### config.mk
export PLATFORM = sky130hd
export DESIGN_NAME = pso_eval
export DESIGN_NICKNAME = d
export VERILOG_FILES = /design/src/rtl/pso_pkg.sv /design/src/rtl/pso_eval.sv
export SDC_FILE = /design/constraint.sdc
export NUM_CORES = 2
export LEC_CHECK = 0
export BUFFER_PORTS_ARGS = -buffer_cell sky130_fd_sc_hd__buf_2
export CORE_MARGIN = 4
export CORE_UTILIZATION = 25
export CTS_BUF_LIST = sky130_fd_sc_hd__clkbuf_8
export DETAILED_ROUTE_END_ITERATION = 16
export PLACE_DENSITY = 0.45
export SKIP_LAST_GASP = 1
export SLEW_MARGIN = 20
export SYNTH_ARGS = -nofsm -noshare
export SYNTH_HDL_FRONTEND = slang
export SYNTH_SLANG_ARGS = --single-unit
### constraint.sdc
create_clock -name clk_i -period 13.05 [get_ports clk_i]
set_input_delay 0 -clock clk_i [delete_from_list [all_inputs] [get_ports clk_i]]
set_output_delay 0 -clock clk_i [all_outputs]
set_load 0.005 [all_outputs]
### src/rtl/pso_pkg.sv
// ----------------------------------------------------------------------------
// pso_pkg
// Shared types and constants of the path offset sampler.
// ----------------------------------------------------------------------------
package pso_pkg;

  localparam int unsigned FRAC = 24;

  // request kinds
  typedef enum logic [2:0] {
    REQ_CLEAR  = 3'd0,
    REQ_APPEND = 3'd1,
    REQ_REWIND = 3'd2,
    REQ_LINE   = 3'd3,
    REQ_CUBIC  = 3'd4
  } req_kind_e;

  // segment geometry handed to the evaluator
  typedef struct packed {
    logic               cubic;
    logic signed [31:0] from_x;
    logic signed [31:0] from_y;
    logic signed [31:0] c1_x;
    logic signed [31:0] c1_y;
    logic signed [31:0] c2_x;
    logic signed [31:0] c2_y;
    logic signed [31:0] end_x;
    logic signed [31:0] end_y;
  } seg_t;

endpackage

### src/rtl/pso_eval.sv
// ----------------------------------------------------------------------------
// pso_eval
// Point evaluator, a sequencer around one shared registered multiplier.
// ----------------------------------------------------------------------------
module pso_eval (
  input  logic               clk_i,
  input  logic               rst_ni,
  input  logic               start_i,
  input  logic [23:0]        t_i,
  input  pso_pkg::seg_t      seg_i,
  output logic               done_o,
  output logic signed [31:0] px_o,
  output logic signed [31:0] py_o
);
  import pso_pkg::*;

  localparam logic signed [59:0] HALF = 60'sd1 <<< (FRAC - 1);
  localparam logic signed [61:0] HALF_W = 62'sd1 <<< (FRAC - 1);
  localparam logic signed [26:0] ONE = 27'sd1 <<< FRAC;

  logic               busy_q, phase_q, done_q;
  logic [3:0]         op_q;
  logic signed [32:0] a_op;
  logic signed [26:0] b_op;
  logic signed [59:0] prod_q;
  logic signed [59:0] prod_r;
  logic signed [61:0] acc_q, acc_sum;
  logic signed [37:0] acc_r;
  logic signed [31:0] sat_v;
  logic signed [26:0] t_s, u_s, tt_q, uu_q, w0_q, w1_q, w2_q, w3_q;
  logic signed [31:0] px_q, py_q;
  logic [3:0]         last_op;

  assign t_s     = {3'b000, t_i};
  assign u_s     = ONE - t_s;
  assign prod_r  = (prod_q + HALF) >>> FRAC;
  assign acc_sum = acc_q + 62'(prod_q);
  assign acc_r   = 38'((acc_sum + HALF_W) >>> FRAC);
  assign last_op = seg_i.cubic ? 4'd12 : 4'd1;

  // saturate the rounded sum to 32 bits
  always_comb begin
    if (acc_r > 38'sd2147483647) begin
      sat_v = 32'sh7fffffff;
    end else if (acc_r < -38'sd2147483648) begin
      sat_v = 32'sh80000000;
    end else begin
      sat_v = acc_r[31:0];
    end
  end

  // operand selection per step
  always_comb begin
    a_op = '0;
    b_op = '0;
    if (!seg_i.cubic) begin
      a_op = (op_q == 4'd0) ? 33'(seg_i.end_x) - 33'(seg_i.from_x)
                            : 33'(seg_i.end_y) - 33'(seg_i.from_y);
      b_op = t_s;
    end else begin
      unique case (op_q)
        4'd0:    begin a_op = 33'(t_s);          b_op = t_s;  end
        4'd1:    begin a_op = 33'(u_s);          b_op = u_s;  end
        4'd2:    begin a_op = 33'(uu_q);         b_op = u_s;  end
        4'd3:    begin a_op = 33'(t_s) * 33'sd3; b_op = uu_q; end
        4'd4:    begin a_op = 33'(tt_q);         b_op = t_s;  end
        4'd5:    begin a_op = 33'(seg_i.from_x); b_op = w0_q; end
        4'd6:    begin a_op = 33'(seg_i.c1_x);   b_op = w1_q; end
        4'd7:    begin a_op = 33'(seg_i.c2_x);   b_op = w2_q; end
        4'd8:    begin a_op = 33'(seg_i.end_x);  b_op = w3_q; end
        4'd9:    begin a_op = 33'(seg_i.from_y); b_op = w0_q; end
        4'd10:   begin a_op = 33'(seg_i.c1_y);   b_op = w1_q; end
        4'd11:   begin a_op = 33'(seg_i.c2_y);   b_op = w2_q; end
        default: begin a_op = 33'(seg_i.end_y);  b_op = w3_q; end
      endcase
    end
  end

  // multiply on phase 0, consume on phase 1
  always_ff @(posedge clk_i or negedge rst_ni) begin
    if (!rst_ni) begin
      busy_q  <= 1'b0;
      phase_q <= 1'b0;
      done_q  <= 1'b0;
      op_q    <= '0;
      acc_q   <= '0;
    end else begin
      done_q <= 1'b0;
      if (start_i) begin
        busy_q  <= 1'b1;
        phase_q <= 1'b0;
        op_q    <= '0;
        acc_q   <= '0;
      end else if (busy_q && !phase_q) begin
        prod_q  <= 60'(a_op * b_op);
        phase_q <= 1'b1;
      end else if (busy_q) begin
        phase_q <= 1'b0;
        if (!seg_i.cubic) begin
          if (op_q == 4'd0) px_q <= seg_i.from_x + prod_r[31:0];
          else              py_q <= seg_i.from_y + prod_r[31:0];
        end else begin
          unique case (op_q)
            4'd0: tt_q <= prod_r[26:0];
            4'd1: uu_q <= prod_r[26:0];
            4'd2: w0_q <= prod_r[26:0];
            4'd3: w1_q <= prod_r[26:0];
            4'd4: begin
              w3_q <= prod_r[26:0];
              w2_q <= ONE - w0_q - w1_q - prod_r[26:0];
            end
            4'd8: begin
              px_q  <= sat_v;
              acc_q <= '0;
            end
            4'd12: begin
              py_q  <= sat_v;
              acc_q <= '0;
            end
            default: acc_q <= acc_sum;
          endcase
        end
        if (op_q == last_op) begin
          busy_q <= 1'b0;
          done_q <= 1'b1;
        end else begin
          op_q <= op_q + 4'd1;
        end
      end
    end
  end

  assign done_o = done_q;
  assign px_o   = px_q;
  assign py_o   = py_q;

endmodule

# After elaboration in Yosys (flattened, before gate mapping)
# Cells that the tools add are included.
dict set report totals {
  regBits 355
  latchBits 0
  mem_bits_rw 0
  rom_bits 0
  in_bits 284
  out_inout_bits 65
  word_cells 109
  memories 0
}
dict set report op_classes {
  addsub 12
  mul 2
  div_mod_pow 0
  order_cmp 2
  n_eq_ne 19
  shift 0
  muxes 34
  bitwise 2
  reduce_logical 24
}
# cell count
set op_table {}
lappend op_table {{$pmux W33 S12} 1}
lappend op_table {{$mux W32} 8}
lappend op_table {{$mux W62} 4}
lappend op_table {{$pmux W27 S6} 1}
lappend op_table {{$pmux W62 S2} 1}
lappend op_table {{$mux W33} 2}
lappend op_table {{$sub A32 B32 Y33} 2}
lappend op_table {{$add A32 B32 Y32} 2}
lappend op_table {{$add A62 B25 Y62 const B} 1}
lappend op_table {{$add A62 B60 Y62} 1}
lappend op_table {{$mul A33 B27 Y60} 1}
lappend op_table {{$add A56 B25 Y56 const B} 1}
lappend op_table {{$sub A27 B27 Y27} 2}
lappend op_table {{$reduce_and A6 Y1} 7}
lappend op_table {{$gt A38 B32 Y1 const B} 1}
lappend op_table {{$lt A38 B32 Y1 const B} 1}
lappend op_table {{$mux W27} 1}
lappend op_table {{$sub A25 B27 Y27 const A} 1}
lappend op_table {{$mul A24 B2 Y26 const B} 1}
lappend op_table {{$sub A25 B24 Y26 const A} 1}
lappend op_table {{$eq A4 B4 Y1 const B} 5}
lappend op_table {{$mux W4} 5}
lappend op_table {{$eq A4 B3 Y1 const B} 4}
lappend op_table {{$reduce_or A2 Y1} 6}
lappend op_table {{16 further kinds} 35}

# Logic depth before layout (Yosys ltp)
dict set report logic_depth {
  ltp_word 7
  mapped_depth 47
  depth_no_buf 46
}

# Least setup slack after synthesis
# OpenSTA, ideal clock, no wires.
dict set report synth_path {
  kind {in2reg}
  start {in seg_i[32] (netlist name)}
  end {reg prod_q[58] (data pin)}
  setup_ns 0.258
  t_arrival_ns 10.496
  required_time_ns 12.792
  setup_slack_ns 2.297
  cell_stages 43
  path_buffers 2
  path_cell_list {inv_1 -> ha_1 -> inv_1 -> fa_1 -> a21o_1 -> a21oi_1 -> o21bai_1 -> a2111oi_0 -> nor3_1 -> o21bai_1 -> a31oi_1 -> o311ai_0 -> a31oi_1 -> a21o_1 -> a211o_1 -> o211ai_1 -> and3_1 -> clkbuf_1 -> [7 not listed] -> inv_1 -> fa_1 -> fa_1 -> fa_1 -> inv_1 -> ha_1 -> a31o_2 -> a21o_1 -> a211oi_1 -> nor3_1 -> a211oi_1 -> a21bo_2 -> a21oi_1 -> a211oi_1 -> nor4_1 -> o21bai_1 -> a21oi_1 -> xnor2_1}
}
dict set report synth_between {
  elab_chain_cells 4
}
# element line_no
set synth_rtl {}
lappend synth_rtl {{from (decl)} pso_eval.sv:10} ;# input pso_pkg::seg_t seg_i,
lappend synth_rtl {{$sub A32 B32 Y33} pso_eval.sv:57} ;# a_op = (op_q == 4'd0) ? 33'(seg_i.end_x) - 33'(seg_i.from_x)
lappend synth_rtl {{$mux W33} pso_eval.sv:57}
lappend synth_rtl {{$mux W33 (*)} pso_eval.sv:56} ;# if (!seg_i.cubic) begin
lappend synth_rtl {{$mul A33 B27 Y60 (*)} pso_eval.sv:95} ;# prod_q <= 60'(a_op * b_op);
lappend synth_rtl {{to (signal assigned)} pso_eval.sv:95}
lappend synth_rtl {{to (decl)} pso_eval.sv:25} ;# logic signed [59:0] prod_q;
# Mark *: on every way between the ends. The rest lies on a longest branch, timed or not.
# A chain may end at the register's enable or synchronous reset.

# Worst setup path in the final report
dict set report layout_path {
  start {in seg_i[224] (netlist name)}
  end {reg prod_q[58] (data pin)}
}
# Same word-level chain as after synthesis.

==> results.cfg <==
[timing]
timing.hold.ws_ns = 0.1104
report.final.setup_viol = 0
hold_viol_final = 0
drv_slew = 0
grt_setup_unrepaired = false
finClkSkew_ns = 0.1059
timing.max_slew.rel_slack = 0.1893
fmax_mhz = 82.14
post_layout_min_period_ns = 12.17
total_negative_setup_slacks_ns = 0
max_slew.worst_pin.slew_ns = 1.212
final_min_period_over_clock_period = 0.9329

[yosys]
async_flop_share = 0.1944
number_of_enable_type_register_cells_in_the_synthesized_netlist = 286
yosys_warnings = 0
synthesized_area_per_cell_um2 = 8.983
synthesis.nets = 8569
synth.ff_latch_count = 355
yosysUniqueCellTypes = 97
syn_area_mm2 = 0.06180
synth_top_flop_cell = edfxtp_1
post_synthesis_sequential_area_ratio = 0.1669
synth_cells = 6880

[routing]
postRouteWirelength_mm = 280.7
route.detailed.drc = 0
post_drt_wl_per_cell_um = 26.61
count_of_tritonroute_iterations_in_the_first_routing_pass = 8
drt_iter0_drc = 3856
via_per_inst = 5.024
drtAntennaViolNets = 0
detailroute.via_count = 53000

[worst_setup_path]
critical_path.max_stage_delay_ns = 0.71
startpoint_type = primary input
path_max_fanout = 8
critical_path.endpoint_type = flop
crit_type = primary input to flop
cp.required_ns = 13.57
worstPathArrival_ns = 12.70
timing.critical_path.slowest_stage_cell = a2111oi_0
path_buf_inv = 8
crit_path_frequent_cell = fa_1
critPathTopFamily = compound AO/OA/AOI/OAI gates

[flow_run]
cap_violations = 0

[clock_network]
clockRootBuffer = clkbuf_8
h-tree-depth = 3
cts_buffers = 69
worst_skew_pair.late_latency_ns = 0.80
clock_path_buffers = 3
clkTransAtPathRegs_ns = 0.06
clkSinkCount = 355
post_cts_setup_buffer_count = 0
cts_tree = yes

[hold_path]
hold_class = primary input to flop

[status]
status = finished, final reports clean

[final_layout]
postLayoutCoreUtil = 0.2860
layout_common_cells = inv_1, fa_1, nand2_1
share_of_final_layout_standard_cells_stronger_than_drive_strength_1 = 0.1094
syn2layout_area_growth_pct = 13.79
finalNetCount = 8946
layout.cells.most_common = inv_1

[die]
fp.dieArea_mm2 = 0.2552
core_area_mm2 = 0.2459
num_rows = 182
die_width_um = 505.2
initial_utilization = 0.2513
die_height_um = 505.2
floorplan.io_pins = 349

[global_routing]
use_met2 = 0.3652
grtUsageTotal = 0.2167
first_global_vias = 55460
use_met1 = 0.2767
grt_antenna_before_repair = 40
global_route.usage.met3 = 0.02376
grt_max_degree = 70
grt_first_pass_wirelength_mm = 404.2
busiest_layer_in_global_routing = met2
globalRouteOverflowTotal = 0

[place]
hpwlAfterDp_mm = 239.0
port-buffer-count = 348
gp_congestion = 0.9579
-- final timing paths --
kind                                 start    endpoint  slack, ns  cells past startpoint
worst min register to register   acc_q[29]   acc_q[29]       0.48                      2
worst max-delay path            seg_i[224]  prod_q[58]       0.88                     44
worst min-delay path            seg_i[194]     py_o[2]       0.11                      4
min in group asynchronous           rst_ni   acc_q[24]       0.50                      4
max in group asynchronous           rst_ni   acc_q[47]      11.96                      4
worst max register to register     op_q[0]  prod_q[58]       1.45                     38
-- cell type report --
type	count	area, um^2
Fill cell	26380	175600
Multi-Input combinational cell	5015	46150
Sequential cell	355	10310
Inverter	1220	4579
Tap cell	3220	4029
Timing Repair Buffer	596	3760
Clock buffer	74	1018
Clock inverter	54	439.2
Antenna cell	15	37.54
-- timing repair --
item / in CTS / in global routing
setup endpoints to repair: 0 / 0
gates resized for setup: 0 / 0
endpoints found under the hold margin: 90 / 0
hold buffers: 21 / 0
-- metal layers --
metal  wire length [um]  share of wire  vias to the layer above
met5                 58        0.00021                        -
met4              15690          0.056                        8
met3              13970          0.050                      389
met2             133200           0.47                     1741
met1             117800           0.42                    27360
li1                   -              -                    23510
-- state kept, by name (all words and copies together) (netlist names) --
name	count
busy_q	1
w3_q	27
done_o	1
w0_q	27
w2_q	27
py_o	32
w1_q	27
prod_q	60
phase_q	1
tt_q	27
px_o	32
uu_q	27
acc_q	62
op_q	4
-- synthesized netlist by cell type (49+ instances only) --
cell type	number	area share
nor3_1	78	0.0063
a21o_1	125	0.015
a21oi_1	267	0.022
o21ai_0	235	0.019
and2_1	155	0.016
ha_1	462	0.094
o221ai_1	62	0.0088
nor2_1	376	0.023
nand3_1	119	0.0096
xor2_1	118	0.017
a221oi_1	60	0.0085
inv_1	1217	0.074
and3_1	78	0.0079
xnor2_1	219	0.031
dfrtp_1	69	0.028
nand2_1	890	0.054
nand4_1	49	0.0050
edfxtp_1	286	0.14
fa_1	943	0.31
clkbuf_1	252	0.015
a22oi_1	76	0.0092
-- per-stage QoR --
step | std cells | setup slack, ns | instance area (um^2)
after CTS | 10530 | 0.9464 | 70260
after detailed placement | 10380 | 0.6651 | 68580
after global placement | 10380 | 0.8046 | 68570
after global routing | 10540 | 0.4210 | 70310
after floorplan | 6880 | 2.297 | 61800
final | 10550 | 0.8758 | 70330
-- kinds of logic after synthesis --
group,count (synthesis),synth area share
AND/OR/NAND/NOR,1941,0.1435
buffers and inverters,1510,0.09272
adder cells (fa/ha/maj),1405,0.3990
AO/OA/AOI/OAI,1306,0.1459
flip-flops,355,0.1669
XOR/XNOR,337,0.04776
multiplexers,26,0.004251
-- worst reg2reg max path, delay by kind of cell (launching register included) --
family / cells / cell delay [ns]
AO/OA/AOI/OAI: 12 / 3.59
AND/OR/NAND/NOR: 7 / 1.93
XOR/XNOR: 1 / 0.09
flip-flops: 1 / 0.46
buffers and inverters: 9 / 1.05
adder cells (fa/ha/maj): 9 / 4.24
Power is left out: the tool's default activity adds up to more than one toggle a clock period on the data nets, which glitch-free logic cannot reach.
