==> config.mk <==
export PLATFORM = sky130hd
export DESIGN_NAME = pso_div
export DESIGN_NICKNAME = d
export VERILOG_FILES = /design/src/rtl/pso_pkg.sv /design/src/rtl/pso_div.sv
export SDC_FILE = /design/constraint.sdc
export NUM_CORES = 1
export LEC_CHECK = 0
export BUFFER_PORTS_ARGS = -buffer_cell sky130_fd_sc_hd__clkbuf_2
export CAP_MARGIN = 20
export CORE_MARGIN = 4
export CORE_UTILIZATION = 40
export CTS_CLUSTER_SIZE = 28
export DETAILED_ROUTE_END_ITERATION = 6
export PLACE_DENSITY = 0.56
export REMOVE_ABC_BUFFERS = 1
export SLEW_MARGIN = 20
export SYNTH_ARGS = -nofsm -noshare
export SYNTH_HDL_FRONTEND = slang
export SYNTH_SLANG_ARGS = --single-unit
export TNS_END_PERCENT = 20
==> constraint.sdc <==
create_clock -name clk_i -period 5.29 [get_ports clk_i]
set_input_delay 0.2645 -clock clk_i [delete_from_list [all_inputs] [get_ports clk_i]]
set_output_delay 0.2645 -clock clk_i [all_outputs]
set_load 0.03 [all_outputs]
==> src/rtl/pso_pkg.sv <==
// ----------------------------------------------------------------------------
// pso_pkg
// Shared types and constants of the path offset sampler.
// ----------------------------------------------------------------------------
package pso_pkg;

  localparam int unsigned FRAC = 24;

  // request kinds
  typedef enum logic [2:0] {
    REQ_CLEAR  = 3'd0,
    REQ_APPEND = 3'd1,
    REQ_REWIND = 3'd2,
    REQ_LINE   = 3'd3,
    REQ_CUBIC  = 3'd4
  } req_kind_e;

  // segment geometry handed to the evaluator
  typedef struct packed {
    logic               cubic;
    logic signed [31:0] from_x;
    logic signed [31:0] from_y;
    logic signed [31:0] c1_x;
    logic signed [31:0] c1_y;
    logic signed [31:0] c2_x;
    logic signed [31:0] c2_y;
    logic signed [31:0] end_x;
    logic signed [31:0] end_y;
  } seg_t;

endpackage

==> src/rtl/pso_div.sv <==
// ----------------------------------------------------------------------------
// pso_div
// Restoring divider for the segment parameter t, one quotient bit a cycle.
// ----------------------------------------------------------------------------
module pso_div (
  input  logic        clk_i,
  input  logic        rst_ni,
  input  logic        start_i,
  input  logic [31:0] want_i,
  input  logic [31:0] start_offset_i,
  input  logic [31:0] seg_length_i,
  output logic        done_o,
  output logic [23:0] t_o
);
  import pso_pkg::*;

  logic        busy_q;
  logic [4:0]  cnt_q;
  logic [32:0] rem_q;
  logic [31:0] len_q;
  logic [23:0] quo_q;
  logic        done_q;
  logic [33:0] rem2;
  logic        ge;

  assign rem2 = {rem_q, 1'b0};
  assign ge   = rem2 >= {2'b00, len_q};

  // control and datapath of the iteration
  always_ff @(posedge clk_i or negedge rst_ni) begin
    if (!rst_ni) begin
      busy_q <= 1'b0;
      done_q <= 1'b0;
      cnt_q  <= '0;
    end else begin
      done_q <= 1'b0;
      if (start_i) begin
        if (want_i < start_offset_i || seg_length_i == '0) begin
          quo_q  <= '0;
          done_q <= 1'b1;
        end else begin
          busy_q <= 1'b1;
          cnt_q  <= 5'(FRAC - 1);
          rem_q  <= {1'b0, want_i - start_offset_i};
          len_q  <= seg_length_i;
          quo_q  <= '0;
        end
      end else if (busy_q) begin
        rem_q <= ge ? 33'(rem2 - {2'b00, len_q}) : rem2[32:0];
        quo_q <= {quo_q[22:0], ge};
        if (cnt_q == '0) begin
          busy_q <= 1'b0;
          done_q <= 1'b1;
        end else begin
          cnt_q <= cnt_q - 5'd1;
        end
      end
    end
  end

  assign done_o = done_q;
  assign t_o    = quo_q;

endmodule

# --- Word-level counts from Yosys, hierarchy flattened ---
# Cells that the tools add are included.
word_totals:
  register_bits: 96
classes:
  magnitude_cmp: 2
  n_addsub: 3
  reduce_logical: 7
  bitwise_logic: 1
  n_mux: 17
  eq_ne: 2
op_table:
  columns: ["op", "count"]
  rows:
  - ["2-to-1 mux 33 bit", 4]
  - ["greater-or-equal comparator 34 x 32 -> 1 bit", 1]
  - ["subtractor 33 x 32 -> 33 bit", 1]
  - ["logical NOT 32 bit", 1]
  - ["< comparator 32 bit", 1]
  - ["subtractor 32 bit", 1]
  - ["2-to-1 mux 24 bit", 1]
  - ["2-to-1 mux 5 bit", 4]
  - ["AND reduction 3 bit", 3]
  - ["2-to-1 mux 1 bit", 8]
  - ["logical NOT 5 bit", 1]
  - ["subtractor 5 x 1 -> 5 bit (second input constant)", 1]
  - ["!= test 2 bit (second input constant)", 2]
  - ["nonzero test 2 bit", 1]
  - ["logical OR 1 bit", 1]
  - ["inverter 1 bit", 1]

# --- Longest topological paths before layout ---
# Gate-level depths: netlist of run 1.
logic_depth:
  word_depth: 4
  ltp_mapped: 14
  ltp_nobuf: 12

# --- Worst setup path before layout of run 1 ---
# Ideal clock, no wire load.
synth_path:
  path_kind: "input port to flip-flop"
  from: "input port want_i[0]"
  to: "register rem_q[0] (enable)"
  t_arrival_ns: 4.886
  path_stages: 12
  slack_ns: -0.071
  path_cell_list: "inv_1 -> ha_1 -> fa_1 -> nand2b_1 -> a21oi_1 -> o22ai_1 -> o211a_1 -> a211oi_1 -> o2111ai_1 -> a21oi_1 -> nand2_1 -> a21boi_0"
synth_between:
  elab_chain_len: 4
synth_rtl:
  columns: ["item", "line_no", "source"]
  rows:
  - ["start: declaration", "pso_div.sv:9", "input logic [31:0] want_i,"]
  - ["< comparator 32 bit", "pso_div.sv:38", "if (want_i < start_offset_i || seg_length_i == '0) begin"]
  - ["logical OR 1 bit", "pso_div.sv:38", null]
  - ["!= test 2 bit (no source line)", null, null]
  - ["AND reduction 3 bit (no source line)", null, null]
  - ["end signal: assignment", "pso_div.sv:44", "rem_q <= {1'b0, want_i - start_offset_i};"]
  - ["end signal: assignment", "pso_div.sv:49", "rem_q <= ge ? 33'(rem2 - {2'b00, len_q}) : rem2[32:0];"]
  - ["end: declaration", "pso_div.sv:19", "logic [32:0] rem_q;"]
# Every way passes these cells.
# A chain may end at the register's enable or synchronous reset.

# --- Final worst setup path of run 1 ---
layout_path:
  from: "register len_q[0]"
  to: "register rem_q[15], data pin"
layout_between:
  elab_chain_len: 4
layout_rtl:
  columns: ["item", "line_no", "source"]
  rows:
  - ["start: declaration", "pso_div.sv:20", "logic [31:0] len_q;"]
  - ["start signal: assignment", "pso_div.sv:45", "len_q <= seg_length_i;"]
  - ["subtractor 33 x 32 -> 33 bit / greater-or-equal comparator 34 x 32 -> 1 bit (equally long branches)", "pso_div.sv:49, pso_div.sv:27", null]
  - ["2-to-1 mux 33 bit *", "pso_div.sv:49", null]
  - ["2-to-1 mux 33 bit *", "pso_div.sv:48", "end else if (busy_q) begin"]
  - ["2-to-1 mux 33 bit *", "pso_div.sv:37", "if (start_i) begin"]
# Mark *: on every way between the ends. The rest lies on a longest branch, timed or not. The select of a mux whose other input is x is not followed.

==> results_tabular.tex, run 1 <==
\begin{tabular}{lr}
\hline
Metric & Value \\
\hline
\multicolumn{2}{l}{\textbf{Yosys}} \\
\quad FFs w/ async S/R, synth & 0.0729 \\
\quad Most area-hungry cell type in the Yosys netlist & sky130\_fd\_sc\_hd\_\_edfxtp\_1 \\
\quad Post-synth cell types & 64 \\
\quad \#FFs+latches synth & 96 \\
\quad Area of the mapped netlist & 7600 sq um \\
\quad Synth Warn \# & 0 \\
\quad Sequential cell area fraction in the yosys report & 0.375 \\
\quad Number of enable-type register cells in the synthesized netlist & 89 \\
\quad Portion of synthesized cell area occupied by the leading cell type & 0.352 \\
\quad Number of instances in the synthesized netlist & 801 \\
\quad Largest cells by area after synthesis & sky130\_fd\_sc\_hd\_\_edfxtp\_1 (35\%), sky130\_fd\_sc\_hd\_\_ha\_1 (11\%), sky130\_fd\_sc\_hd\_\_mux2i\_1 (7.2\%), sky130\_fd\_sc\_hd\_\_a21oi\_1 (4.5\%), sky130\_fd\_sc\_hd\_\_inv\_1 (3.9\%) \\
\quad Leading register cell type out of synthesis & sky130\_fd\_sc\_hd\_\_edfxtp\_1 \\
\quad Avg Cell Area, Syn & 9.49 sq um \\
\multicolumn{2}{l}{\textbf{Route}} \\
\quad Routed length per instance & 16.2 um \\
\quad DRC violation total after the first TritonRoute iteration & 312 \\
\quad Via-to-Cell Ratio & 5.35 \\
\quad Overall via count from detail\_route & 6217 \\
\quad Aggregate routed wire length & 18.8 mm \\
\quad Remaining design rule violation count & 0 \\
\quad Count of antenna-violating nets left after detailed routing & 0 \\
\quad Drt pass-1 iters & 5 \\
\multicolumn{2}{l}{\textbf{Clock tree}} \\
\quad Buffer depth of the longest clock path & 2 \\
\quad Inserted Clock Buffers & 9 \\
\quad CTS Sinks & 96 \\
\quad Clock Latency Late Sink & 350 ps \\
\quad Clk Tree Root Cell & sky130\_fd\_sc\_hd\_\_clkbuf\_16 \\
\quad Clock H-tree levels & 3 \\
\quad Clk slew on worst S/H paths & 70 ps \\
\quad Clock tree from TritonCTS & yes \\
\multicolumn{2}{l}{\textbf{Setup path}} \\
\quad Register-to-register path setup slack & 1340 ps \\
\quad Origin of the critical flop-to-flop path & len\_q[0] \\
\quad Worst-path cell with the longest stage delay & sky130\_fd\_sc\_hd\_\_fa\_1 \\
\quad Crit Reg-Reg Endpoint & rem\_q[15] \\
\quad Critical Path End Type & flop \\
\quad Start point of the critical path & len\_q[0] \\
\quad Series of cell instances along the critical path & fa\_1, nand2b\_1, a21oi\_1, o21bai\_1, a31oi\_1, o21ai\_0, a211oi\_2, or3\_1, buf\_4, mux2i\_1, o21ai\_0 \\
\quad Cells on worst reg2reg path & 11 \\
\quad Most prevalent standard cell on the critical path & sky130\_fd\_sc\_hd\_\_o21ai\_0 \\
\quad Kind of critical path & reg2reg \\
\quad Worst path depth & 11 \\
\quad Capture point of the critical path & rem\_q[15] \\
\quad CP Max Fanout & 19 \\
\quad CP arrival & 4020 ps \\
\quad Cell type group with the largest total delay on the critical path & compound AO/OA/AOI/OAI gates \\
\quad Worst path buffer plus inverter count & 1 \\
\quad Stage delay of the slowest cell on the critical path & 460 ps \\
\quad Crit path launch type & flop \\
\quad CP required & 5360 ps \\
\multicolumn{2}{l}{\textbf{Pwr}} \\
\quad Leakage Power & 0.00418 uW \\
\quad Highest ir drop seen on vdd & 0.000160 V \\
\quad Power density normalized to cell area & 306 nW/um\^{}2 \\
\multicolumn{2}{l}{\textbf{Global route}} \\
\quad GRT Util Overall & 0.176 \\
\quad Antenna violations before repair & 0 \\
\quad Maximum number of pins on one net before global-route repair & 64 \\
\quad Vias in the first global route & 5983 \\
\quad First-pass GRT wire length & 30.7 mm \\
\quad Total overflow reported by the global router & 0 \\
\multicolumn{2}{l}{\textbf{Finish}} \\
\quad Finished Layout Cells & 1161 \\
\quad Total number of nets in the final design & 1089 \\
\quad Post-synthesis to final-layout area growth & 15.6\% \\
\quad Diodes inserted & 0 \\
\quad Post-route cell area & 8790 sq um \\
\quad Ratio of cells with drive above 1 in the final layout & 0.167 \\
\quad Post-Route Utilization & 0.470 \\
\multicolumn{2}{l}{\textbf{Timing}} \\
\quad Max-slew violation total from the final report & 0 \\
\quad Least-Margin Pin Slew & 759 ps \\
\quad Final setup margin & 1340 ps \\
\quad Unrepaired setup endpoints after global routing & false \\
\quad Clock Skews & 9.24 ps \\
\quad Final cycle utilization of the critical path & 0.746 \\
\quad Final Critical Period & 3950 ps \\
\quad Max\_slew headroom & 0.491 \\
\quad Hold Violations, Final & 0 \\
\quad Highest Clock Rate & 253 MHz \\
\quad Final number of setup-violating endpoints & 0 \\
\multicolumn{2}{l}{\textbf{Floorplanning}} \\
\quad Die footprint & 21300 sq um \\
\quad I/O pin count & 124 \\
\quad Starting utilization of the core area & 0.406 \\
\quad Area inside the core boundary & 18700 sq um \\
\quad Die extent in y & 146 um \\
\quad Die width & 146 um \\
\quad Std-Cell Rows & 50 \\
\multicolumn{2}{l}{\textbf{Hold path}} \\
\quad Hold path startpoint & seg\_length\_i[19] \\
\quad Type of the tightest min-delay check & in2reg \\
\multicolumn{2}{l}{\textbf{Flow run}} \\
\quad Max cap viols & 0 \\
\multicolumn{2}{l}{\textbf{Place}} \\
\quad Routability congestion estimate & 0.835 \\
\quad Port-buffer cells & 123 \\
\quad Post-detailed-placement half-perimeter wirelength & 14.5 mm \\
\quad DP Worst Slack & 1090 ps \\
\quad Cells after DPL & 1144 \\
\quad Placement-stage cell area & 8460 sq um \\
\multicolumn{2}{l}{\textbf{Run status}} \\
\quad Outcome & complete, no violations \\
\hline
\end{tabular}
[routing by layer]
metal | vias up | part of all wire | GRT usage
li1 | 3189 | - | -
met1 | 2890 | 0.51 | 0.256
met2 | 128 | 0.44 | 0.275
met3 | 10 | 0.040 | 0.0339
met4 | 0 | 0.0074 | 0.0318
met5 | - | 0 | 0
[report_power, final]
part           switching, uW  total (uW)  leakage, uW  internal [uW]
Clock                    288         716     0.000150            428
Sequential              56.0        1000     0.000925            947
Combinational            550         968      0.00311            417
Total                    894        2690      0.00418           1790
[cell families (layout without fill, tap and decap cells)]
logic type	count (synthesis)	count (layout)	synth area share
xor gates and xnor gates	49	49	0.0565
AOI/OAI and AO/OA	221	221	0.188
muxes	57	57	0.0754
adders and majority gates	68	68	0.114
and+or+nand+nor	210	210	0.137
DFF	96	96	0.375
buffers and inverters	100	226	0.0547
[final cells by class]
class                      count  area, sq um
inverter                      79          297
tap                          234          293
clock inverter                 3         67.6
timing repair buffer         131          691
multi-input combinational    605         4340
fill                        1844         9920
clock buffer                  13          250
sequential                    96         2850
[per-stage QoR]
step	setup TNS (ps)	total power, uW	hold slack [ps]
floorplan	-2240	1720	-31.1
global placement	0	1990	319
detailed placement	0	1990	312
CTS	0	2710	90.1
global route	0	2870	91.4
finish	0	2690	104
[worst min-delay path by stage]
stage	endpoint	slack, ps	cells past startpoint
3_3_place_gp	busy_q	320	2
6_report	len_q[19]	100	1
3_5_place_dp	busy_q	310	2
2_1_floorplan	busy_q	-30	0
4_1_cts	len_q[29]	90	1
5_1_grt	len_q[29]	90	1
[state kept, by name (all words and copies together) (netlist names)]
name    count
t_o        24
done_o      1
busy_q      1
rem_q      33
len_q      32
cnt_q       5
[cell usage after synthesis (all sizes together), types with 8 or more instances]
cell / n
o21ai: 36
or3: 8
nor4: 8
edfxtp: 89
and3: 8
a21oi: 69
inv: 79
buf: 9
xnor2: 29
nand2: 53
nand4: 9
a21o: 29
clkbuf: 12
ha: 66
mux2i: 55
nand3: 19
nor2b: 9
a31oi: 10
nand2b: 12
o21a: 12
nor2: 55
nor3: 9
xor2: 20
[repair_timing]
action / in CTS / in global routing
setup endpoints to repair: 0 / 0
hold endpoints to repair: 7 / 0
hold buffers: 1 / 0
resized for setup: 0 / 0
buffers inserted: 0 / 0
[cell usage in the layout, fill, tap and decap left out, types with 7 or more instances in the layout]
cell | Yosys | layout
sky130_fd_sc_hd__o21ai_0 | 35 | 35
sky130_fd_sc_hd__nand2_1 | 53 | 53
sky130_fd_sc_hd__clkbuf_2 | 0 | 123
sky130_fd_sc_hd__inv_1 | 78 | 78
sky130_fd_sc_hd__nor3_1 | 8 | 8
sky130_fd_sc_hd__a21o_1 | 29 | 29
sky130_fd_sc_hd__clkbuf_16 | 0 | 9
sky130_fd_sc_hd__or3_1 | 8 | 8
sky130_fd_sc_hd__nor4_1 | 8 | 8
sky130_fd_sc_hd__xor2_1 | 20 | 20
sky130_fd_sc_hd__nor2_1 | 55 | 55
sky130_fd_sc_hd__nand4_1 | 9 | 9
sky130_fd_sc_hd__edfxtp_1 | 89 | 89
sky130_fd_sc_hd__nand2b_1 | 12 | 12
sky130_fd_sc_hd__o211ai_1 | 7 | 7
sky130_fd_sc_hd__xnor2_1 | 29 | 29
sky130_fd_sc_hd__mux2i_1 | 55 | 55
sky130_fd_sc_hd__dfrtp_1 | 7 | 7
sky130_fd_sc_hd__a31oi_1 | 10 | 10
sky130_fd_sc_hd__ha_1 | 66 | 66
sky130_fd_sc_hd__nor2b_1 | 9 | 9
sky130_fd_sc_hd__o21a_1 | 12 | 12
sky130_fd_sc_hd__and3_1 | 8 | 8
sky130_fd_sc_hd__nand3_1 | 19 | 19
sky130_fd_sc_hd__a21oi_1 | 69 | 69
Power figures use the tool's default switching activity.
==> run 2: changes to the inputs <==
==> constraint.sdc (replaced) <==
create_clock -name clk_i -period 3.99 [get_ports clk_i]
set_input_delay 0.1995 -clock clk_i [delete_from_list [all_inputs] [get_ports clk_i]]
set_output_delay 0.1995 -clock clk_i [all_outputs]
set_load 0.03 [all_outputs]
==> results_tabular.tex, run 2 (same netlist as run 1, synthesis figures left out) <==
\begin{tabular}{lr}
\hline
Metric & Value \\
\hline
\multicolumn{2}{l}{\textbf{Finish}} \\
\quad Largest register by flop count & rem\_q \\
\quad Commonest cells after routing, fill and taps aside & sky130\_fd\_sc\_hd\_\_clkbuf\_2 (123), sky130\_fd\_sc\_hd\_\_edfxtp\_1 (89), sky130\_fd\_sc\_hd\_\_inv\_1 (78) \\
\quad Ratio of cells with drive above 1 in the final layout & 0.173 (+0.00573) \\
\quad Flip-flop count of the largest register after layout & 33 (unchanged) \\
\quad Diodes inserted & 0 (unchanged) \\
\quad Fill count & 1897 (+2.9\%) \\
\quad Post-synthesis to final-layout area growth & 16.2\% \\
\quad Most common cell after layout, fill and taps aside & sky130\_fd\_sc\_hd\_\_clkbuf\_2 \\
\quad Total number of nets in the final design & 1093 (+0.37\%) \\
\multicolumn{2}{l}{\textbf{Route}} \\
\quad Overall via count from detail\_route & 6346 (+2.1\%) \\
\quad Count of antenna-violating nets left after detailed routing & 0 (unchanged) \\
\quad Drt pass-1 iters & 5 (unchanged) \\
\quad Remaining design rule violation count & 0 (unchanged) \\
\quad Routed length per instance & 16.4 um (+0.89\%) \\
\quad Aggregate routed wire length & 19.1 mm (+1.2\%) \\
\quad Via-to-Cell Ratio & 5.45 (+1.7\%) \\
\quad DRC violation total after the first TritonRoute iteration & 352 (+13\%) \\
\multicolumn{2}{l}{\textbf{Global route}} \\
\quad Antenna violations before repair & 0 (unchanged) \\
\quad Maximum number of pins on one net before global-route repair & 41 (-36\%) \\
\quad First-pass GRT wire length & 31.0 mm (+0.79\%) \\
\quad Vias in the first global route & 6105 (+2.0\%) \\
\quad Total overflow reported by the global router & 0 (unchanged) \\
\quad GRT Util Overall & 0.179 (+0.00341) \\
\multicolumn{2}{l}{\textbf{Pwr}} \\
\quad Comb power frac & 0.363 (+0.003) \\
\quad Highest ir drop seen on vdd & 0.000219 V (+37\%) \\
\quad Power density normalized to cell area & 404 nW/um\^{}2 (+32\%) \\
\quad Leakage Power & 0.00420 uW (+0.44\%) \\
\quad Internal Power & 2370 uW (+32\%) \\
\quad Power share of the sequential group & 0.373 (about the same) \\
\quad Net switching power & 1200 uW (+34\%) \\
\quad Fraction of power consumed by the clock network & 0.264 (-0.003) \\
\quad Switching part of the total power & 0.336 (+0.00286) \\
\multicolumn{2}{l}{\textbf{Setup path}} \\
\quad Start point of the critical path & rem\_q[0] \\
\quad Cells on worst reg2reg path & 12 (+1) \\
\quad CP Max Fanout & 14 (-5) \\
\quad Capture point of the critical path & rem\_q[22] \\
\quad CP arrival & 3550 ps (-470 ps) \\
\quad CP required & 4070 ps (-1290 ps) \\
\quad Critical Path End Type & flop \\
\quad Register-to-register path setup slack & 510 ps (-830 ps) \\
\quad Crit path launch type & flop \\
\quad Kind of critical path & reg2reg \\
\quad Origin of the critical flop-to-flop path & rem\_q[0] \\
\quad Crit Reg-Reg Endpoint & rem\_q[22] \\
\multicolumn{2}{l}{\textbf{Place}} \\
\quad Port-buffer cells & 123 (unchanged) \\
\quad Post-detailed-placement half-perimeter wirelength & 14.7 mm (+1.5\%) \\
\quad Routability congestion estimate & 0.857 (+2.7\%) \\
\multicolumn{2}{l}{\textbf{Clock tree}} \\
\quad Clock H-tree levels & 3 (unchanged) \\
\quad Clock tree from TritonCTS & yes \\
\quad Clock Latency Late Sink & 360 ps (about the same) \\
\quad Inserted Clock Buffers & 9 (unchanged) \\
\quad CTS Sinks & 96 (unchanged) \\
\quad Count of buffers added by post-CTS timing repair for setup & 0 (unchanged) \\
\quad Clk Tree Root Cell & sky130\_fd\_sc\_hd\_\_clkbuf\_16 \\
\quad Buffer depth of the longest clock path & 2 (unchanged) \\
\quad Quantity of hold-fixing buffers added after cts & 1 (unchanged) \\
\quad Clk slew on worst S/H paths & 70 ps (about the same) \\
\quad Number of gates resized after cts & 0 (unchanged) \\
\multicolumn{2}{l}{\textbf{Timing}} \\
\quad Accumulated negative setup slack & 0 ps (unchanged) \\
\quad Final Critical Period & 3480 ps (-471 ps) \\
\quad Unrepaired setup endpoints after global routing & false \\
\quad Clock Skews & 11.3 ps (+2.09 ps) \\
\quad Least-Margin Pin Slew & 651 ps (-108 ps) \\
\quad Hold Violations, Final & 0 (unchanged) \\
\quad Max\_slew headroom & 0.554 (+0.0633) \\
\quad Worst Hold Margin & 40.8 ps (-63.6 ps) \\
\quad Max-slew violation total from the final report & 0 (unchanged) \\
\quad Final number of setup-violating endpoints & 0 (unchanged) \\
\quad Highest Clock Rate & 288 MHz (+14\%) \\
\quad Final cycle utilization of the critical path & 0.871 (+0.125) \\
\multicolumn{2}{l}{\textbf{Floorplanning}} \\
\quad Area inside the core boundary & 18700 sq um (unchanged) \\
\quad Std-Cell Rows & 50 (unchanged) \\
\quad I/O pin count & 124 (unchanged) \\
\quad Die extent in y & 146 um (unchanged) \\
\quad Starting utilization of the core area & 0.406 (unchanged) \\
\quad Die width & 146 um (unchanged) \\
\quad Die footprint & 21300 sq um (unchanged) \\
\multicolumn{2}{l}{\textbf{Hold path}} \\
\quad Type of the tightest min-delay check & in2reg \\
\quad Hold path startpoint & seg\_length\_i[21] \\
\multicolumn{2}{l}{\textbf{Flow run}} \\
\quad Max cap viols & 0 (unchanged) \\
\multicolumn{2}{l}{\textbf{Run status}} \\
\quad Outcome & complete, no violations \\
\hline
\end{tabular}
## run 2: cell types whose count changed in the layout (fill, tap and decap cells not counted)
| cell | change |
|---|---|
| sky130_fd_sc_hd__buf_4 | +3 |
| sky130_fd_sc_hd__clkbuf_1 | -2 |
| sky130_fd_sc_hd__buf_12 | +1 |
| sky130_fd_sc_hd__clkinvlp_4 | +2 |
| sky130_fd_sc_hd__clkbuf_8 | -1 |
| sky130_fd_sc_hd__inv_6 | +1 |
## run 2: final cells by class
type / count / area [sq um] / share of cell area
clock inverter: 6 / 91.3 / 0.0103
inverter: 79 / 297 / 0.0336
sequential: 96 / 2850 / 0.322
tap: 234 / 293 / 0.0332
clock buffer: 10 / 229 / 0.0259
multi-input combinational: 605 / 4340 / 0.491
timing repair buffer: 135 / 733 / 0.0830
## run 2: routing by layer
metal  wire length (um)  global-route usage  vias to the layer above
li1                   -                   -                     3208
met1               9630               0.258                     2972
met2               8400               0.279                      144
met3                770              0.0302                       22
met4                273              0.0503                        0
met5                  0                   0                        -
## run 2: power groups by stage
stage / logic [uW] / clock network [uW] / registers [uW]
after global placement: 1290 / 0 / 1350
after detailed placement: 1290 / 0 / 1350
after CTS: 1300 / 969 / 1330
after global routing: 1460 / 1010 / 1340
after floorplan: 903 / 0 / 1380
final: 1290 / 942 / 1330
## run 2: worst max-delay path: stages, from the launching register on
cell                       delay, ps
sky130_fd_sc_hd__edfxtp_1        370
sky130_fd_sc_hd__inv_1            80
sky130_fd_sc_hd__fa_1            460
sky130_fd_sc_hd__nand2b_1        190
sky130_fd_sc_hd__a21oi_1         240
sky130_fd_sc_hd__o21bai_1        140
sky130_fd_sc_hd__a31oi_1         260
sky130_fd_sc_hd__o21ai_0         300
sky130_fd_sc_hd__a211oi_2        370
sky130_fd_sc_hd__or3_1           170
sky130_fd_sc_hd__buf_4           250
sky130_fd_sc_hd__mux2i_1         250
sky130_fd_sc_hd__mux2i_1          90
## run 2: worst min path at each step
stage | cells after the start | to
after floorplan | 0 | busy_q
after global placement | 1 | cnt_q[3]
after detailed placement | 1 | done_o
after CTS | 1 | len_q[23]
after global routing | 1 | len_q[23]
final | 1 | len_q[21]
## run 2: through the flow
step                utilization  cell area (sq um)  std cells  total power, uW  setup WS (ps)
global route              0.472               8830       1165             3810            225
global placement          0.454               8500       1148             2640            294
detailed placement        0.454               8500       1148             2640            231
floorplan                     -               7480        780             2280          -1300
CTS                       0.472               8830       1165             3600            483
finish                    0.472               8830       1165             3560            514
==> run 3: changes to the inputs <==
==> constraint.sdc (replaced) <==
create_clock -name clk_i -period 3.7 [get_ports clk_i]
set_input_delay 0.185 -clock clk_i [delete_from_list [all_inputs] [get_ports clk_i]]
set_output_delay 0.185 -clock clk_i [all_outputs]
set_load 0.03 [all_outputs]
==> results_tabular.tex, run 3 (same netlist as run 1, synthesis figures left out) <==
\begin{tabular}{lr}
\hline
Metric & Value \\
\hline
\multicolumn{2}{l}{\textbf{Timing}} \\
\quad Final number of setup-violating endpoints & 0 (unchanged) \\
\quad Final setup margin & 286 ps (-228 ps) \\
\quad Unrepaired setup endpoints after global routing & false \\
\quad Highest Clock Rate & 293 MHz (+1.8\%) \\
\quad Accumulated negative setup slack & 0 ps (unchanged) \\
\quad Hold Violations, Final & 0 (unchanged) \\
\quad Clock Skews & 6.97 ps (-4.36 ps) \\
\quad Least-Margin Pin Slew & 670 ps (+18.6 ps) \\
\quad Final Critical Period & 3410 ps (-62.0 ps) \\
\quad Max\_slew headroom & 0.553 (-0.00182) \\
\quad Max-slew violation total from the final report & 0 (unchanged) \\
\quad Final cycle utilization of the critical path & 0.923 (+0.0515) \\
\quad Worst Hold Margin & 26.7 ps (-14.1 ps) \\
\multicolumn{2}{l}{\textbf{Route}} \\
\quad Met2 wire length & 8.48 mm (+0.89\%) \\
\quad Top layer reached by signal wires & met4 \\
\quad Met3 wire length & 986 um (+28\%) \\
\quad M1 WL & 9.61 mm (-0.25\%) \\
\quad Aggregate routed wire length & 19.3 mm (+1.1\%) \\
\quad Via-to-Cell Ratio & 5.45 (about the same) \\
\quad Routed length per instance & 16.5 um (+0.69\%) \\
\quad Drt pass-1 iters & 5 (unchanged) \\
\quad Overall via count from detail\_route & 6371 (+0.39\%) \\
\quad Count of antenna-violating nets left after detailed routing & 0 (unchanged) \\
\quad DRC violation total after the first TritonRoute iteration & 361 (+2.6\%) \\
\quad Remaining design rule violation count & 0 (unchanged) \\
\multicolumn{2}{l}{\textbf{Setup path}} \\
\quad CP arrival & 3500 ps (-50 ps) \\
\quad Worst-path cell with the longest stage delay & sky130\_fd\_sc\_hd\_\_edfxtp\_1 \\
\quad Stage delay of the slowest cell on the critical path & 460 ps (about the same) \\
\quad Worst path buffer plus inverter count & 1 (-1) \\
\quad CP Max Fanout & 19 (+5) \\
\quad Cell type group with the largest total delay on the critical path & compound AO/OA/AOI/OAI gates \\
\quad Kind of critical path & reg2reg \\
\quad Series of cell instances along the critical path & fa\_1, nand2b\_1, a21oi\_1, o21bai\_1, a31oi\_1, o21ai\_0, a211oi\_2, or3\_1, buf\_12, mux2i\_1, o21ai\_0 \\
\quad CP required & 3790 ps (-280 ps) \\
\quad Critical Path End Type & flop \\
\quad Crit path launch type & flop \\
\quad Start point of the critical path & len\_q[0] \\
\quad Origin of the critical flop-to-flop path & len\_q[0] \\
\quad Most prevalent standard cell on the critical path & sky130\_fd\_sc\_hd\_\_o21ai\_0 \\
\multicolumn{2}{l}{\textbf{Finish}} \\
\quad Commonest cells after routing, fill and taps aside & sky130\_fd\_sc\_hd\_\_clkbuf\_2 (123), sky130\_fd\_sc\_hd\_\_edfxtp\_1 (89), sky130\_fd\_sc\_hd\_\_inv\_1 (78) \\
\quad Ratio of cells with drive above 1 in the final layout & 0.176 (+0.00335) \\
\quad Area taken by flip-flops and latches & 2850 sq um (unchanged) \\
\quad Diodes inserted & 0 (unchanged) \\
\quad Post-Route Utilization & 0.473 (+0.000736) \\
\quad Flip-flop count of the largest register after layout & 33 (unchanged) \\
\quad Post-synthesis to final-layout area growth & 16.4\% \\
\quad Total number of nets in the final design & 1098 (+0.46\%) \\
\quad Largest register by flop count & rem\_q \\
\quad Fill count & 1831 (-3.5\%) \\
\quad Area of the multi-input gates & 4340 sq um (unchanged) \\
\quad Most common cell after layout, fill and taps aside & sky130\_fd\_sc\_hd\_\_clkbuf\_2 \\
\multicolumn{2}{l}{\textbf{Floorplanning}} \\
\quad Die footprint & 21300 sq um (unchanged) \\
\quad Starting utilization of the core area & 0.406 (unchanged) \\
\quad Die width & 146 um (unchanged) \\
\quad Area inside the core boundary & 18700 sq um (unchanged) \\
\quad Die extent in y & 146 um (unchanged) \\
\quad Std-Cell Rows & 50 (unchanged) \\
\quad I/O pin count & 124 (unchanged) \\
\multicolumn{2}{l}{\textbf{Clock tree}} \\
\quad Clock Latency Late Sink & 350 ps (about the same) \\
\quad Inserted Clock Buffers & 9 (unchanged) \\
\quad CTS Sinks & 96 (unchanged) \\
\quad Buffer depth of the longest clock path & 2 (unchanged) \\
\quad Clk slew on worst S/H paths & 70 ps (about the same) \\
\quad Clk Tree Root Cell & sky130\_fd\_sc\_hd\_\_clkbuf\_16 \\
\quad Clock H-tree levels & 3 (unchanged) \\
\quad Clock tree from TritonCTS & yes \\
\multicolumn{2}{l}{\textbf{Place}} \\
\quad Routability congestion estimate & 0.850 (-0.90\%) \\
\quad Post-detailed-placement half-perimeter wirelength & 14.9 mm (+1.6\%) \\
\quad DP Worst Slack & 298 ps (+66.8 ps) \\
\quad Port-buffer cells & 123 (unchanged) \\
\multicolumn{2}{l}{\textbf{Global route}} \\
\quad First-pass GRT wire length & 31.2 mm (+0.73\%) \\
\quad Antenna violations before repair & 0 (unchanged) \\
\quad Maximum number of pins on one net before global-route repair & 48 (+17\%) \\
\quad Vias in the first global route & 6257 (+2.5\%) \\
\quad GRT Util Overall & 0.179 (-0.000439) \\
\quad Total overflow reported by the global router & 0 (unchanged) \\
\multicolumn{2}{l}{\textbf{Hold path}} \\
\quad Type of the tightest min-delay check & in2reg \\
\quad Hold path startpoint & seg\_length\_i[21] \\
\multicolumn{2}{l}{\textbf{Flow run}} \\
\quad Max cap viols & 0 (unchanged) \\
\multicolumn{2}{l}{\textbf{Run status}} \\
\quad Outcome & complete, no violations \\
\multicolumn{2}{l}{\textbf{Pwr}} \\
\quad Leakage Power & 0.00423 uW (+0.56\%) \\
\quad Power density normalized to cell area & 430 nW/um\^{}2 (+6.4\%) \\
\quad Highest ir drop seen on vdd & 0.000221 V (+1.1\%) \\
\hline
\end{tabular}
run 3: cell types whose count changed in the layout (fill, tap and decap cells not counted), sizes merged:
cell | previous run | this run
buf | 11 | 16
bufinv | 2 | 1
clkbuf | 133 | 134
clkinvlp | 3 | 1
inv | 80 | 82
run 3: layout make-up:
| type | count | area share |
|---|---|---|
| clock buffer | 11 | 0.0263 |
| clock inverter | 5 | 0.00721 |
| inverter | 79 | 0.0335 |
| multi-input combinational | 605 | 0.491 |
| sequential | 96 | 0.322 |
| tap | 234 | 0.0331 |
| timing repair buffer | 140 | 0.0871 |
run 3: worst paths after layout:
path	slack [ps]	endpoint	depth (start not counted)
setup / recovery	290	rem_q[15]	11
hold / removal	30	len_q[21]	1
setup reg to reg	290	rem_q[15]	11
hold reg to reg	540	cnt_q[1]	2
max in group asynchronous	2990	cnt_q[2]	3
min in group asynchronous	410	cnt_q[1]	3
run 3: what timing repair did:
item,in CTS,in global routing
hold buffers,1,0
endpoints found under the hold margin,7,0
buffers inserted,0,0
resized for setup,0,0
run 3: power by group:
group	internal (uW)	switching, uW	total [uW]
clock network	533	425	957
logic	613	793	1410
registers	1350	83.2	1440
run 3: through the flow:
stage	instances	power [uW]	instance area, sq um
after floorplan	780	2460	7480
after global placement	1153	2850	8540
after detailed placement	1153	2860	8540
after CTS	1170	3830	8840
after global routing	1170	4050	8840
final	1170	3800	8840
run 3: per-layer routing:
metal  vias to the layer above  global-route usage
met2                       161               0.279
met1                      2974               0.262
met3                        19              0.0255
li1                       3217                   -
met5                         -                   0
met4                         0              0.0427
